$ cat src/design/kmeans_1d_three_clusters_assert.svh
// Assertion macros for the one-dimensional k-means block.
`ifndef KMEANS_1D_THREE_CLUSTERS_ASSERT_SVH
`define KMEANS_1D_THREE_CLUSTERS_ASSERT_SVH
`ifndef SYNTH
`define KM_ASSERT_IMPL(label, clk, rst_n, ante, cons) \
    label: assert property (@(posedge clk) disable iff (!rst_n) (ante) |-> (cons)) \
        else $error("assertion failed");
`define KM_ASSERT_NEXT(label, clk, rst_n, ante, cons) \
    label: assert property (@(posedge clk) disable iff (!rst_n) (ante) |=> (cons)) \
        else $error("assertion failed");
`else
`define KM_ASSERT_IMPL(label, clk, rst_n, ante, cons)
`define KM_ASSERT_NEXT(label, clk, rst_n, ante, cons)
`endif
`endif

$ cat src/design/km1d_pkg.sv
`timescale 1ns / 1ps
package km1d_pkg;
    localparam int unsigned NumClusters  = 3;
    localparam logic [3:0]  DefaultPasses = 4'd10;
    localparam logic [1:0]  ClusterZero   = 2'd0;
    localparam logic [1:0]  ClusterOne    = 2'd1;
    localparam logic [1:0]  ClusterTwo    = 2'd2;
endpackage

$ cat src/design/km1d_ram.sv
`timescale 1ns / 1ps
module km1d_ram #(
    parameter int WIDTH = 32,
    parameter int DEPTH = 64
) (
    input  logic                     clk,
    input  logic                     we,
    input  logic [$clog2(DEPTH)-1:0] waddr,
    input  logic [WIDTH-1:0]         wdata,
    input  logic [$clog2(DEPTH)-1:0] raddr,
    output logic [WIDTH-1:0]         rdata
);
    logic [WIDTH-1:0] mem [DEPTH];

    always_ff @(posedge clk)
    begin
        if (we)
        begin
            mem[waddr] <= wdata;
        end
        rdata <= mem[raddr];
    end
endmodule

$ cat src/design/km1d_div.sv
`timescale 1ns / 1ps
// Restoring divider of a signed sum by an unsigned count, quotient truncated
// toward zero, one quotient bit per cycle.
module km1d_div #(
    parameter int SW = 40,
    parameter int CW = 7
) (
    input  logic                 clk,
    input  logic                 rst_n,
    input  logic                 start,
    input  logic signed [SW-1:0] dividend,
    input  logic [CW-1:0]        divisor,
    output logic                 done,
    output logic signed [SW-1:0] quotient
);
    localparam int NW = $clog2(SW + 1);

    logic [SW-1:0] q_reg;
    logic [CW:0]   r_reg;
    logic [CW-1:0] d_reg;
    logic          neg_reg;
    logic [NW-1:0] cnt_reg;
    logic          busy_reg;
    logic          done_reg;
    logic [CW+1:0] trial;

    assign trial = {r_reg, q_reg[SW-1]} - {2'b00, d_reg};

    always_ff @(posedge clk or negedge rst_n)
    begin
        if (!rst_n)
        begin
            busy_reg <= 1'b0;
            done_reg <= 1'b0;
            cnt_reg  <= '0;
        end
        else
        begin
            done_reg <= 1'b0;
            if (start)
            begin
                busy_reg <= 1'b1;
                cnt_reg  <= NW'(SW);
                neg_reg  <= dividend[SW-1];
                q_reg    <= dividend[SW-1] ? SW'(-dividend) : dividend;
                r_reg    <= '0;
                d_reg    <= divisor;
            end
            else if (busy_reg)
            begin
                if (!trial[CW+1])
                begin
                    r_reg <= trial[CW:0];
                    q_reg <= {q_reg[SW-2:0], 1'b1};
                end
                else
                begin
                    r_reg <= {r_reg[CW-1:0], q_reg[SW-1]};
                    q_reg <= {q_reg[SW-2:0], 1'b0};
                end
                cnt_reg <= cnt_reg - NW'(1);
                if (cnt_reg == NW'(1))
                begin
                    busy_reg <= 1'b0;
                    done_reg <= 1'b1;
                end
            end
        end
    end

    assign done     = done_reg;
    assign quotient = neg_reg ? SW'(-q_reg) : q_reg;
endmodule

$ cat src/design/km1d_core.sv
`timescale 1ns / 1ps
// Batch sequencer: for three or more samples, ranks them for the start centroids
// and runs the passes; smaller batches go to cluster zero. Then streams out the assignments.
module km1d_core
    import km1d_pkg::*;
#(
    parameter int MAX_SAMPLES = 64,
    parameter int SAMPLE_BITS = 32
) (
    input  logic                   clk,
    input  logic                   rst_n,
    input  logic                   in_valid,
    output logic                   in_ready,
    input  logic [SAMPLE_BITS-1:0] in_sample,
    input  logic                   in_last,
    input  logic [3:0]             passes,
    output logic                   out_valid,
    input  logic                   out_ready,
    output logic [1:0]             out_index,
    output logic                   out_last,
    output logic                   busy
);
    localparam int AW = $clog2(MAX_SAMPLES);
    localparam int NW = $clog2(MAX_SAMPLES + 1);
    localparam int SW = SAMPLE_BITS + NW;

    typedef enum logic [3:0] {
        S_LOAD, S_RANK_RD, S_RANK_OUT, S_RANK_IN, S_RANK_END,
        S_PASS_RD, S_PASS_RUN, S_PASS_END, S_DIV, S_EMIT_RD, S_EMIT
    } state_t;

    state_t state_reg;
    logic [NW-1:0] n_reg, i_reg, j_reg, rd_i_reg;
    logic [NW-1:0] rank_reg;
    logic [3:0]    pass_reg;
    logic [1:0]    div_c_reg;
    logic          small_reg;
    logic signed [SAMPLE_BITS-1:0] cand_reg;
    logic signed [SAMPLE_BITS-1:0] cent_reg [NumClusters];
    logic signed [SW-1:0]          sum_reg  [NumClusters];
    logic [NW-1:0]                 cnt_reg  [NumClusters];
    logic                          rd_ok_reg;
    logic [1:0]                    oidx_reg;
    logic                          olast_reg;
    logic                          ovalid_reg;

    logic                   s_we, a_we;
    logic [AW-1:0]          s_waddr, s_raddr, a_raddr, a_waddr;
    logic [SAMPLE_BITS-1:0] s_rdata;
    logic [1:0]             a_rdata, a_wdata;

    km1d_ram #(.WIDTH(SAMPLE_BITS), .DEPTH(MAX_SAMPLES)) u_samples (
        .clk(clk), .we(s_we), .waddr(s_waddr), .wdata(in_sample),
        .raddr(s_raddr), .rdata(s_rdata));
    km1d_ram #(.WIDTH(2), .DEPTH(MAX_SAMPLES)) u_assign (
        .clk(clk), .we(a_we), .waddr(a_waddr), .wdata(a_wdata),
        .raddr(a_raddr), .rdata(a_rdata));

    logic signed [SAMPLE_BITS-1:0] x;
    logic [SAMPLE_BITS:0] d0, d1, d2;
    logic [1:0] best;
    logic div_start, div_done;
    logic signed [SW-1:0] div_q;
    logic [NW:0] pos_calc [NumClusters];

    assign x = s_rdata;

    always_comb
    begin
        d0 = (x >= cent_reg[0]) ? (SAMPLE_BITS+1)'(x - cent_reg[0])
                                : (SAMPLE_BITS+1)'(cent_reg[0] - x);
        d1 = (x >= cent_reg[1]) ? (SAMPLE_BITS+1)'(x - cent_reg[1])
                                : (SAMPLE_BITS+1)'(cent_reg[1] - x);
        d2 = (x >= cent_reg[2]) ? (SAMPLE_BITS+1)'(x - cent_reg[2])
                                : (SAMPLE_BITS+1)'(cent_reg[2] - x);
        best = ClusterZero;
        if (d1 < d0)
        begin
            best = ClusterOne;
            if (d2 < d1)
            begin
                best = ClusterTwo;
            end
        end
        else if (d2 < d0)
        begin
            best = ClusterTwo;
        end
    end

    always_comb
    begin
        for (int c = 0; c < NumClusters; c++)
        begin
            pos_calc[c] = (NW+1)'(((n_reg * (c + 1)) >> 2));
            if (pos_calc[c] > (NW+1)'(n_reg - NW'(1)))
            begin
                pos_calc[c] = (NW+1)'(n_reg - NW'(1));
            end
        end
    end

    km1d_div #(.SW(SW), .CW(NW)) u_div (
        .clk(clk), .rst_n(rst_n), .start(div_start),
        .dividend(sum_reg[div_c_reg]), .divisor(cnt_reg[div_c_reg]),
        .done(div_done), .quotient(div_q));

    assign in_ready = (state_reg == S_LOAD);
    assign s_we     = in_valid && in_ready;
    assign s_waddr  = i_reg[AW-1:0];
    // The candidate is read in S_RANK_RD; the scan over all samples issues
    // its reads from j_reg while rd_i_reg, a registered copy of j_reg, holds the
    // position of the data that has just arrived.
    assign s_raddr  = (state_reg == S_RANK_RD) ? i_reg[AW-1:0] :
                      (state_reg == S_RANK_OUT || state_reg == S_RANK_IN
                       || state_reg == S_RANK_END) ? j_reg[AW-1:0] : rd_i_reg[AW-1:0];
    assign a_raddr  = rd_i_reg[AW-1:0];
    assign a_waddr  = i_reg[AW-1:0];
    assign a_wdata  = small_reg ? ClusterZero : best;
    assign a_we     = (state_reg == S_PASS_RUN) && rd_ok_reg;
    assign div_start = (state_reg == S_PASS_END);
    assign out_valid = ovalid_reg;
    assign out_index = oidx_reg;
    assign out_last  = olast_reg;
    assign busy      = (state_reg != S_LOAD) || ovalid_reg;

    always_ff @(posedge clk or negedge rst_n)
    begin
        if (!rst_n)
        begin
            state_reg  <= S_LOAD;
            i_reg      <= '0;
            ovalid_reg <= 1'b0;
            for (int c = 0; c < NumClusters; c++)
            begin
                cent_reg[c] <= '0;
                sum_reg[c]  <= '0;
                cnt_reg[c]  <= '0;
            end
        end
        else
        begin
            if (ovalid_reg && out_ready)
            begin
                ovalid_reg <= 1'b0;
            end
            case (state_reg)
                S_LOAD:
                begin
                    if (s_we)
                    begin
                        if (in_last || i_reg == NW'(MAX_SAMPLES - 1))
                        begin
                            n_reg     <= i_reg + NW'(1);
                            small_reg <= (i_reg < NW'(2));
                            i_reg     <= '0;
                            j_reg     <= '0;
                            state_reg <= (i_reg < NW'(2)) ? S_PASS_RD : S_RANK_RD;
                            rd_i_reg  <= '0;
                            pass_reg  <= '0;
                        end
                        else
                        begin
                            i_reg <= i_reg + NW'(1);
                        end
                    end
                end
                // Rank of sample i = count of samples less than it, plus
                // equal ones at lower positions; the sample whose rank covers
                // a start position is that order statistic.
                S_RANK_RD:
                begin
                    state_reg <= S_RANK_OUT;
                    rd_i_reg  <= i_reg;
                end
                S_RANK_OUT:
                begin
                    cand_reg  <= s_rdata;
                    rank_reg  <= '0;
                    j_reg     <= '0;
                    state_reg <= S_RANK_IN;
                end
                S_RANK_IN:
                begin
                    j_reg     <= j_reg + NW'(1);
                    rd_i_reg  <= j_reg;
                    if (j_reg != '0)
                    begin
                        if ($signed(s_rdata) < cand_reg ||
                            ($signed(s_rdata) == cand_reg && rd_i_reg < i_reg))
                        begin
                            rank_reg <= rank_reg + NW'(1);
                        end
                    end
                    if (j_reg == n_reg)
                    begin
                        state_reg <= S_RANK_END;
                    end
                end
                S_RANK_END:
                begin
                    for (int c = 0; c < NumClusters; c++)
                    begin
                        if ((NW+1)'(rank_reg) == pos_calc[c])
                        begin
                            cent_reg[c] <= cand_reg;
                        end
                    end
                    j_reg <= '0;
                    if (i_reg == n_reg - NW'(1))
                    begin
                        i_reg     <= '0;
                        rd_i_reg  <= '0;
                        state_reg <= S_PASS_RD;
                    end
                    else
                    begin
                        i_reg     <= i_reg + NW'(1);
                        state_reg <= S_RANK_RD;
                    end
                end
                S_PASS_RD:
                begin
                    rd_i_reg  <= NW'(1);
                    i_reg     <= '0;
                    rd_ok_reg <= 1'b1;
                    for (int c = 0; c < NumClusters; c++)
                    begin
                        sum_reg[c] <= '0;
                        cnt_reg[c] <= '0;
                    end
                    state_reg <= S_PASS_RUN;
                end
                S_PASS_RUN:
                begin
                    if (!small_reg)
                    begin
                        sum_reg[best] <= sum_reg[best] + SW'(x);
                        cnt_reg[best] <= cnt_reg[best] + NW'(1);
                    end
                    rd_i_reg <= rd_i_reg + NW'(1);
                    i_reg    <= i_reg + NW'(1);
                    if (i_reg == n_reg - NW'(1))
                    begin
                        if (small_reg)
                        begin
                            state_reg <= S_EMIT_RD;
                            rd_i_reg  <= '0;
                            i_reg     <= '0;
                        end
                        else
                        begin
                            div_c_reg <= '0;
                            state_reg <= S_PASS_END;
                        end
                    end
                end
                S_PASS_END:
                begin
                    state_reg <= S_DIV;
                end
                S_DIV:
                begin
                    if (div_done)
                    begin
                        if (cnt_reg[div_c_reg] != '0)
                        begin
                            cent_reg[div_c_reg] <= SAMPLE_BITS'(div_q);
                        end
                        if (div_c_reg == ClusterTwo)
                        begin
                            rd_i_reg <= '0;
                            if (pass_reg + 4'd1 >= passes)
                            begin
                                i_reg     <= '0;
                                state_reg <= S_EMIT_RD;
                            end
                            else
                            begin
                                pass_reg  <= pass_reg + 4'd1;
                                state_reg <= S_PASS_RD;
                            end
                        end
                        else
                        begin
                            div_c_reg <= div_c_reg + 2'd1;
                            state_reg <= S_PASS_END;
                        end
                    end
                end
                S_EMIT_RD:
                begin
                    if (!ovalid_reg || out_ready)
                    begin
                        state_reg <= S_EMIT;
                    end
                end
                S_EMIT:
                begin
                    ovalid_reg <= 1'b1;
                    oidx_reg   <= a_rdata;
                    olast_reg  <= (i_reg == n_reg - NW'(1));
                    if (i_reg == n_reg - NW'(1))
                    begin
                        i_reg     <= '0;
                        state_reg <= S_LOAD;
                    end
                    else
                    begin
                        i_reg     <= i_reg + NW'(1);
                        rd_i_reg  <= rd_i_reg + NW'(1);
                        state_reg <= S_EMIT_RD;
                    end
                end
                default:
                begin
                    state_reg <= S_LOAD;
                end
            endcase
        end
    end
endmodule

$ cat src/design/kmeans_1d_three_clusters.sv
`timescale 1ns / 1ps
// After the closing request, the block ranks the samples when there are three or
// more, then runs each pass with its three divisions, then sends the results.
// Throughput: one sample per cycle while loading; one batch at a time, as
// samples are taken only while the core is in its load state.
// Reset (rst_n, asynchronous, active low) empties the batch, clears the
// centroids, sums and counts, and sets pass_count to ten.
`include "kmeans_1d_three_clusters_assert.svh"
module kmeans_1d_three_clusters
    import km1d_pkg::*;
#(
    parameter int MAX_SAMPLES = 64,
    parameter int SAMPLE_BITS = 32
) (
    input  logic                   clk,
    input  logic                   rst_n,
    // Sample requests: tdata holds sample; tlast marks the end of a batch.
    input  logic                   s_axis_tvalid,
    output logic                   s_axis_tready,
    input  logic [((SAMPLE_BITS+7)/8)*8-1:0] s_axis_tdata,
    input  logic                   s_axis_tlast,
    // Result requests: tdata holds cluster_index in bits 1:0, zero above.
    output logic                   m_axis_tvalid,
    input  logic                   m_axis_tready,
    output logic [7:0]             m_axis_tdata,
    output logic                   m_axis_tlast,
    // Configuration: pass_count in cfg_data.
    input  logic                   cfg_valid,
    output logic                   cfg_ready,
    input  logic [3:0]             cfg_data
);
    logic [3:0] pass_reg;
    logic [3:0] passes;
    logic [1:0] idx;
    logic       busy;

    assign cfg_ready = 1'b1;

    always_ff @(posedge clk or negedge rst_n)
    begin
        if (!rst_n)
        begin
            pass_reg <= DefaultPasses;
        end
        else if (cfg_valid)
        begin
            pass_reg <= cfg_data;
        end
    end

    // A pass count of zero runs one pass.
    assign passes = (pass_reg == 4'd0) ? 4'd1 : pass_reg;

    km1d_core #(.MAX_SAMPLES(MAX_SAMPLES), .SAMPLE_BITS(SAMPLE_BITS)) u_core (
        .clk(clk), .rst_n(rst_n),
        .in_valid(s_axis_tvalid), .in_ready(s_axis_tready),
        .in_sample(s_axis_tdata[SAMPLE_BITS-1:0]), .in_last(s_axis_tlast),
        .passes(passes),
        .out_valid(m_axis_tvalid), .out_ready(m_axis_tready),
        .out_index(idx), .out_last(m_axis_tlast), .busy(busy));

    assign m_axis_tdata = {6'b0, idx};

    `KM_ASSERT_IMPL(a_idx_range, clk, rst_n, m_axis_tvalid, idx != 2'd3)
    `KM_ASSERT_IMPL(a_no_load_out, clk, rst_n, s_axis_tready && !busy, !m_axis_tvalid)
    `KM_ASSERT_NEXT(a_out_hold, clk, rst_n, m_axis_tvalid && !m_axis_tready,
                    m_axis_tvalid && $stable(m_axis_tdata))
endmodule
$ cat config.mk
export PLATFORM = sky130hd
export DESIGN_NAME = kmeans_1d_three_clusters
export DESIGN_NICKNAME = d
export VERILOG_FILES = /design/src/design/km1d_pkg.sv /design/src/design/km1d_ram.sv /design/src/design/km1d_div.sv /design/src/design/km1d_core.sv /design/src/design/kmeans_1d_three_clusters.sv
export VERILOG_INCLUDE_DIRS = /design/src /design/src/design
export SDC_FILE = /design/constraint.sdc
export NUM_CORES = 2
export LEC_CHECK = 0
export CAP_MARGIN = 20
export CORE_MARGIN = 2
export CORE_UTILIZATION = 40
export DETAILED_ROUTE_END_ITERATION = 10
export DONT_BUFFER_PORTS = 1
export SKIP_LAST_GASP = 1
export SLEW_MARGIN = 20
export SYNTH_ARGS = -nofsm -noshare
export SYNTH_HDL_FRONTEND = slang
export SYNTH_SLANG_ARGS = --single-unit
$ cat constraint.sdc
create_clock -name clk -period 12.2 [get_ports clk]
set_clock_uncertainty 0.2 [all_clocks]
set_input_delay 2.44 -clock clk [delete_from_list [all_inputs] [get_ports clk]]
set_output_delay 2.44 -clock clk [all_outputs]
set_load 0.02 [all_outputs]
==> summary.txt <==
Run status
  • Status: finished clean

Setup path
  • Slowest CP cell: dfxtp_1
  • Crit Path Category: flop to flop
  • Crit path max fanout: 25
  • Most frequent CP cell: a21o_1
  • Critical Path RT: approximately 13,000 ps
  • Data arrival, critical path: 12,110 ps
  • RR Startpoint: u_core.u_samples.rdata[26]
  • Crit. End Element: flop
  • Crit path launch type: flop
  • Worst setup startpoint: u_core.u_samples.rdata[26]
  • Max stage delay on crit path: about 530 ps

Clock tree
  • Clk sinks: approximately 2,600
  • CTS Buffer Depth: 4
  • Skew-Pair Late Insertion Delay: 860 ps
  • Clk slew on worst S/H paths: approximately 60 ps
  • H-tree levels: 5
  • CTS buffer count: 284
  • Root Buffer: clkbuf_16
  • CTS tree: yes
  • Post-CTS Hold Buffers: 0

Run
  • Max-Cap Viols: 0

GRT
  • Gr busiest metal: met2
  • Vias in the first global route: ~73,000
  • Grt met2 use: a little under two fifths
  • Pin count of the biggest net entering global routing: 275
  • GRT Util Overall: 22.6%
  • GR Overflow Total: 0
  • Global-route wire length before repair: between 500,000 and 600,000 microns
  • Met1 GRT Util: 30.9%
  • Initial antenna violation count: 10
  • Met3 Usage GRT: 2.81%

Floorplanning
  • I/O pin cnt: 54
  • Initial Util: 40.2%
  • Die X: 555 microns
  • Die area: 309,000 sq um
  • Core Area: about 300,000 sq um
  • Die Y-Extent: 555 microns
  • Site row count: 202

Routing
  • Drt first pass iters: 6
  • DRC Markers: 0
  • Starting DRT DRC Count: 6,823
  • Detail Route Antenna Nets: 0
  • Routed vias: approximately 73,000
  • Vias per cell: slightly below 6
  • Wire per inst: 28.4 microns
  • Final WL: 355,000 microns

Synth
  • Post-Syn Area: 122,000 sq um
  • Cell variety after synth: 101
  • #FFs+latches synth: 2,593
  • Synthesized instance count: 8,226
  • Mapped Avg Cell Area: 14.8 sq um
  • EDFF count, synth: 2,301
  • Top FF cell, synth: edfxtp_1
  • Sequential-to-total area share from yosys stat: between 60% and 70%
  • Ys Warns: 0
  • Async SR Flop Fraction: around a tenth

Timing
  • Fin. Hold Viols: 0
  • Final setup fails: 0
  • Final min period: around 12,000 ps
  • Slew HR: 17.9%
  • Final worst-path cycle share: 95.5%
  • RSZ-0062 raised after global routing: false
  • Max-slew violations: 0
  • FMAX: 85.9 MHz
  • Worst Max-Slew Pin Slew: 1220 ps
  • Setup TNS: 0 ps

Final layout
  • Fillers: approximately 27,000
  • Area Overhead vs Synth: 12.1%
  • Final net count: 8,802
  • Largest register FFs: 2,048
  • Design Area, Final: 136,000 sq um
  • Most frequent cells in the layout: edfxtp_1, mux4_2, o21ai_0
  • Layout cell share with drive strength beyond 1: 16.8%
  • Most common cell after layout, fill and taps aside: edfxtp_1

Hold path
  • HP Class: flop to flop
  • Hold_sp: u_core.u_assign.rdata[1]

Placement
  • Post-DP Area: 128,000 sq um
  • Gpl congestion: 0.957
  • Final HPWL DP: roughly 230,000 microns
  • I/O Buffers: 0
## final timing paths
path	endpoint	slack, ps	cells past startpoint
setup reg to reg	u_core.sum_reg[108]	550	43
setup / recovery	u_core.sum_reg[108]	550	43
hold reg to reg	u_core.out_index[1]	210	0
max in group asynchronous	pass_reg[3]	10280	0
hold / removal	u_core.out_index[1]	210	0
min in group asynchronous	u_core.sum_reg[116]	1130	0
## timing repair
item / CTS / global route
setup buffers: 0 / 5
endpoints found under the setup margin: 0 / 27
gates resized for setup: 0 / 2
## per-layer routing
metal | up-vias | routed length [microns] | share of wire, %
met2 | 2413 | 172000 | 49
met1 | 37900 | 151000 | 43
li1 | 32100 | - | -
met3 | 438 | 20300 | 5.7
met4 | 0 | 11600 | 3.3
met5 | - | 0 | 0
## worst max-delay path, delay by kind of cell, from the launching register on
family	cells	cell delay (ps)
AO/OA/AOI/OAI	27	6380
adder cells (fa/ha/maj)	4	1400
AND/OR/NAND/NOR	5	1390
buffers and inverters	3	810
flip-flops	1	530
multiplexers	2	400
XOR/XNOR	2	340
## logic make-up after synthesis
family / after synthesis / share of synthesized area (%)
fa+ha+maj: 437 / 4.55
flops: 2593 / 62.7
other cells: 2 / 0.00617
mux: 979 / 13.9
xor+xnor: 272 / 1.96
simple gates: 1487 / 5.80
buf+inv: 777 / 2.62
compound gates: 1679 / 8.53
## final cells by class
class / count / area [sq um] / area share [%]
Clock inverter: 132 / 1070 / 0.786
Timing Repair Buffer: 269 / 2210 / 1.62
Sequential cell: 2593 / 76200 / 55.9
Antenna cell: 3 / 7.51 / 0.00550
Clock buffer: 364 / 7690 / 5.64
Inverter: 314 / 1180 / 0.864
Multi-Input combinational cell: 4861 / 43000 / 31.5
Tap cell: 3978 / 4980 / 3.65
## synthesized netlist by cell type, types with 169 or more instances
| cell type | count | area [sq um] |
|---|---|---|
| nor2_1 | 357 | 1340 |
| inv_1 | 308 | 1160 |
| nand3_1 | 203 | 1020 |
| mux2i_1 | 316 | 3160 |
| o21ai_0 | 490 | 2450 |
| nand2_1 | 463 | 1740 |
| edfxtp_1 | 2301 | 69100 |
| a21oi_1 | 444 | 2220 |
| ha_1 | 428 | 5360 |
| xnor2_1 | 169 | 1480 |
| dfrtp_1 | 256 | 6410 |
| clkbuf_1 | 239 | 897 |
| a211oi_1 | 201 | 1510 |
| mux4_2 | 555 | 12500 |
## per-stage QoR
step / setup WS, ps / util (%) / instances / hold slack, ps
final: 552 / 45.0 / 12500 / 212
after global routing: 9.94 / 45.0 / 12500 / 220
after CTS: 362 / 45.0 / 12500 / 212
after detailed placement: 414 / 42.1 / 12000 / 198
after global placement: 227 / 42.1 / 12000 / 193
after floorplan: 2180 / - / 8231 / 186
Power is left out: the tool's default activity adds up to more than one toggle a clock period on the data nets, which glitch-free logic cannot reach.
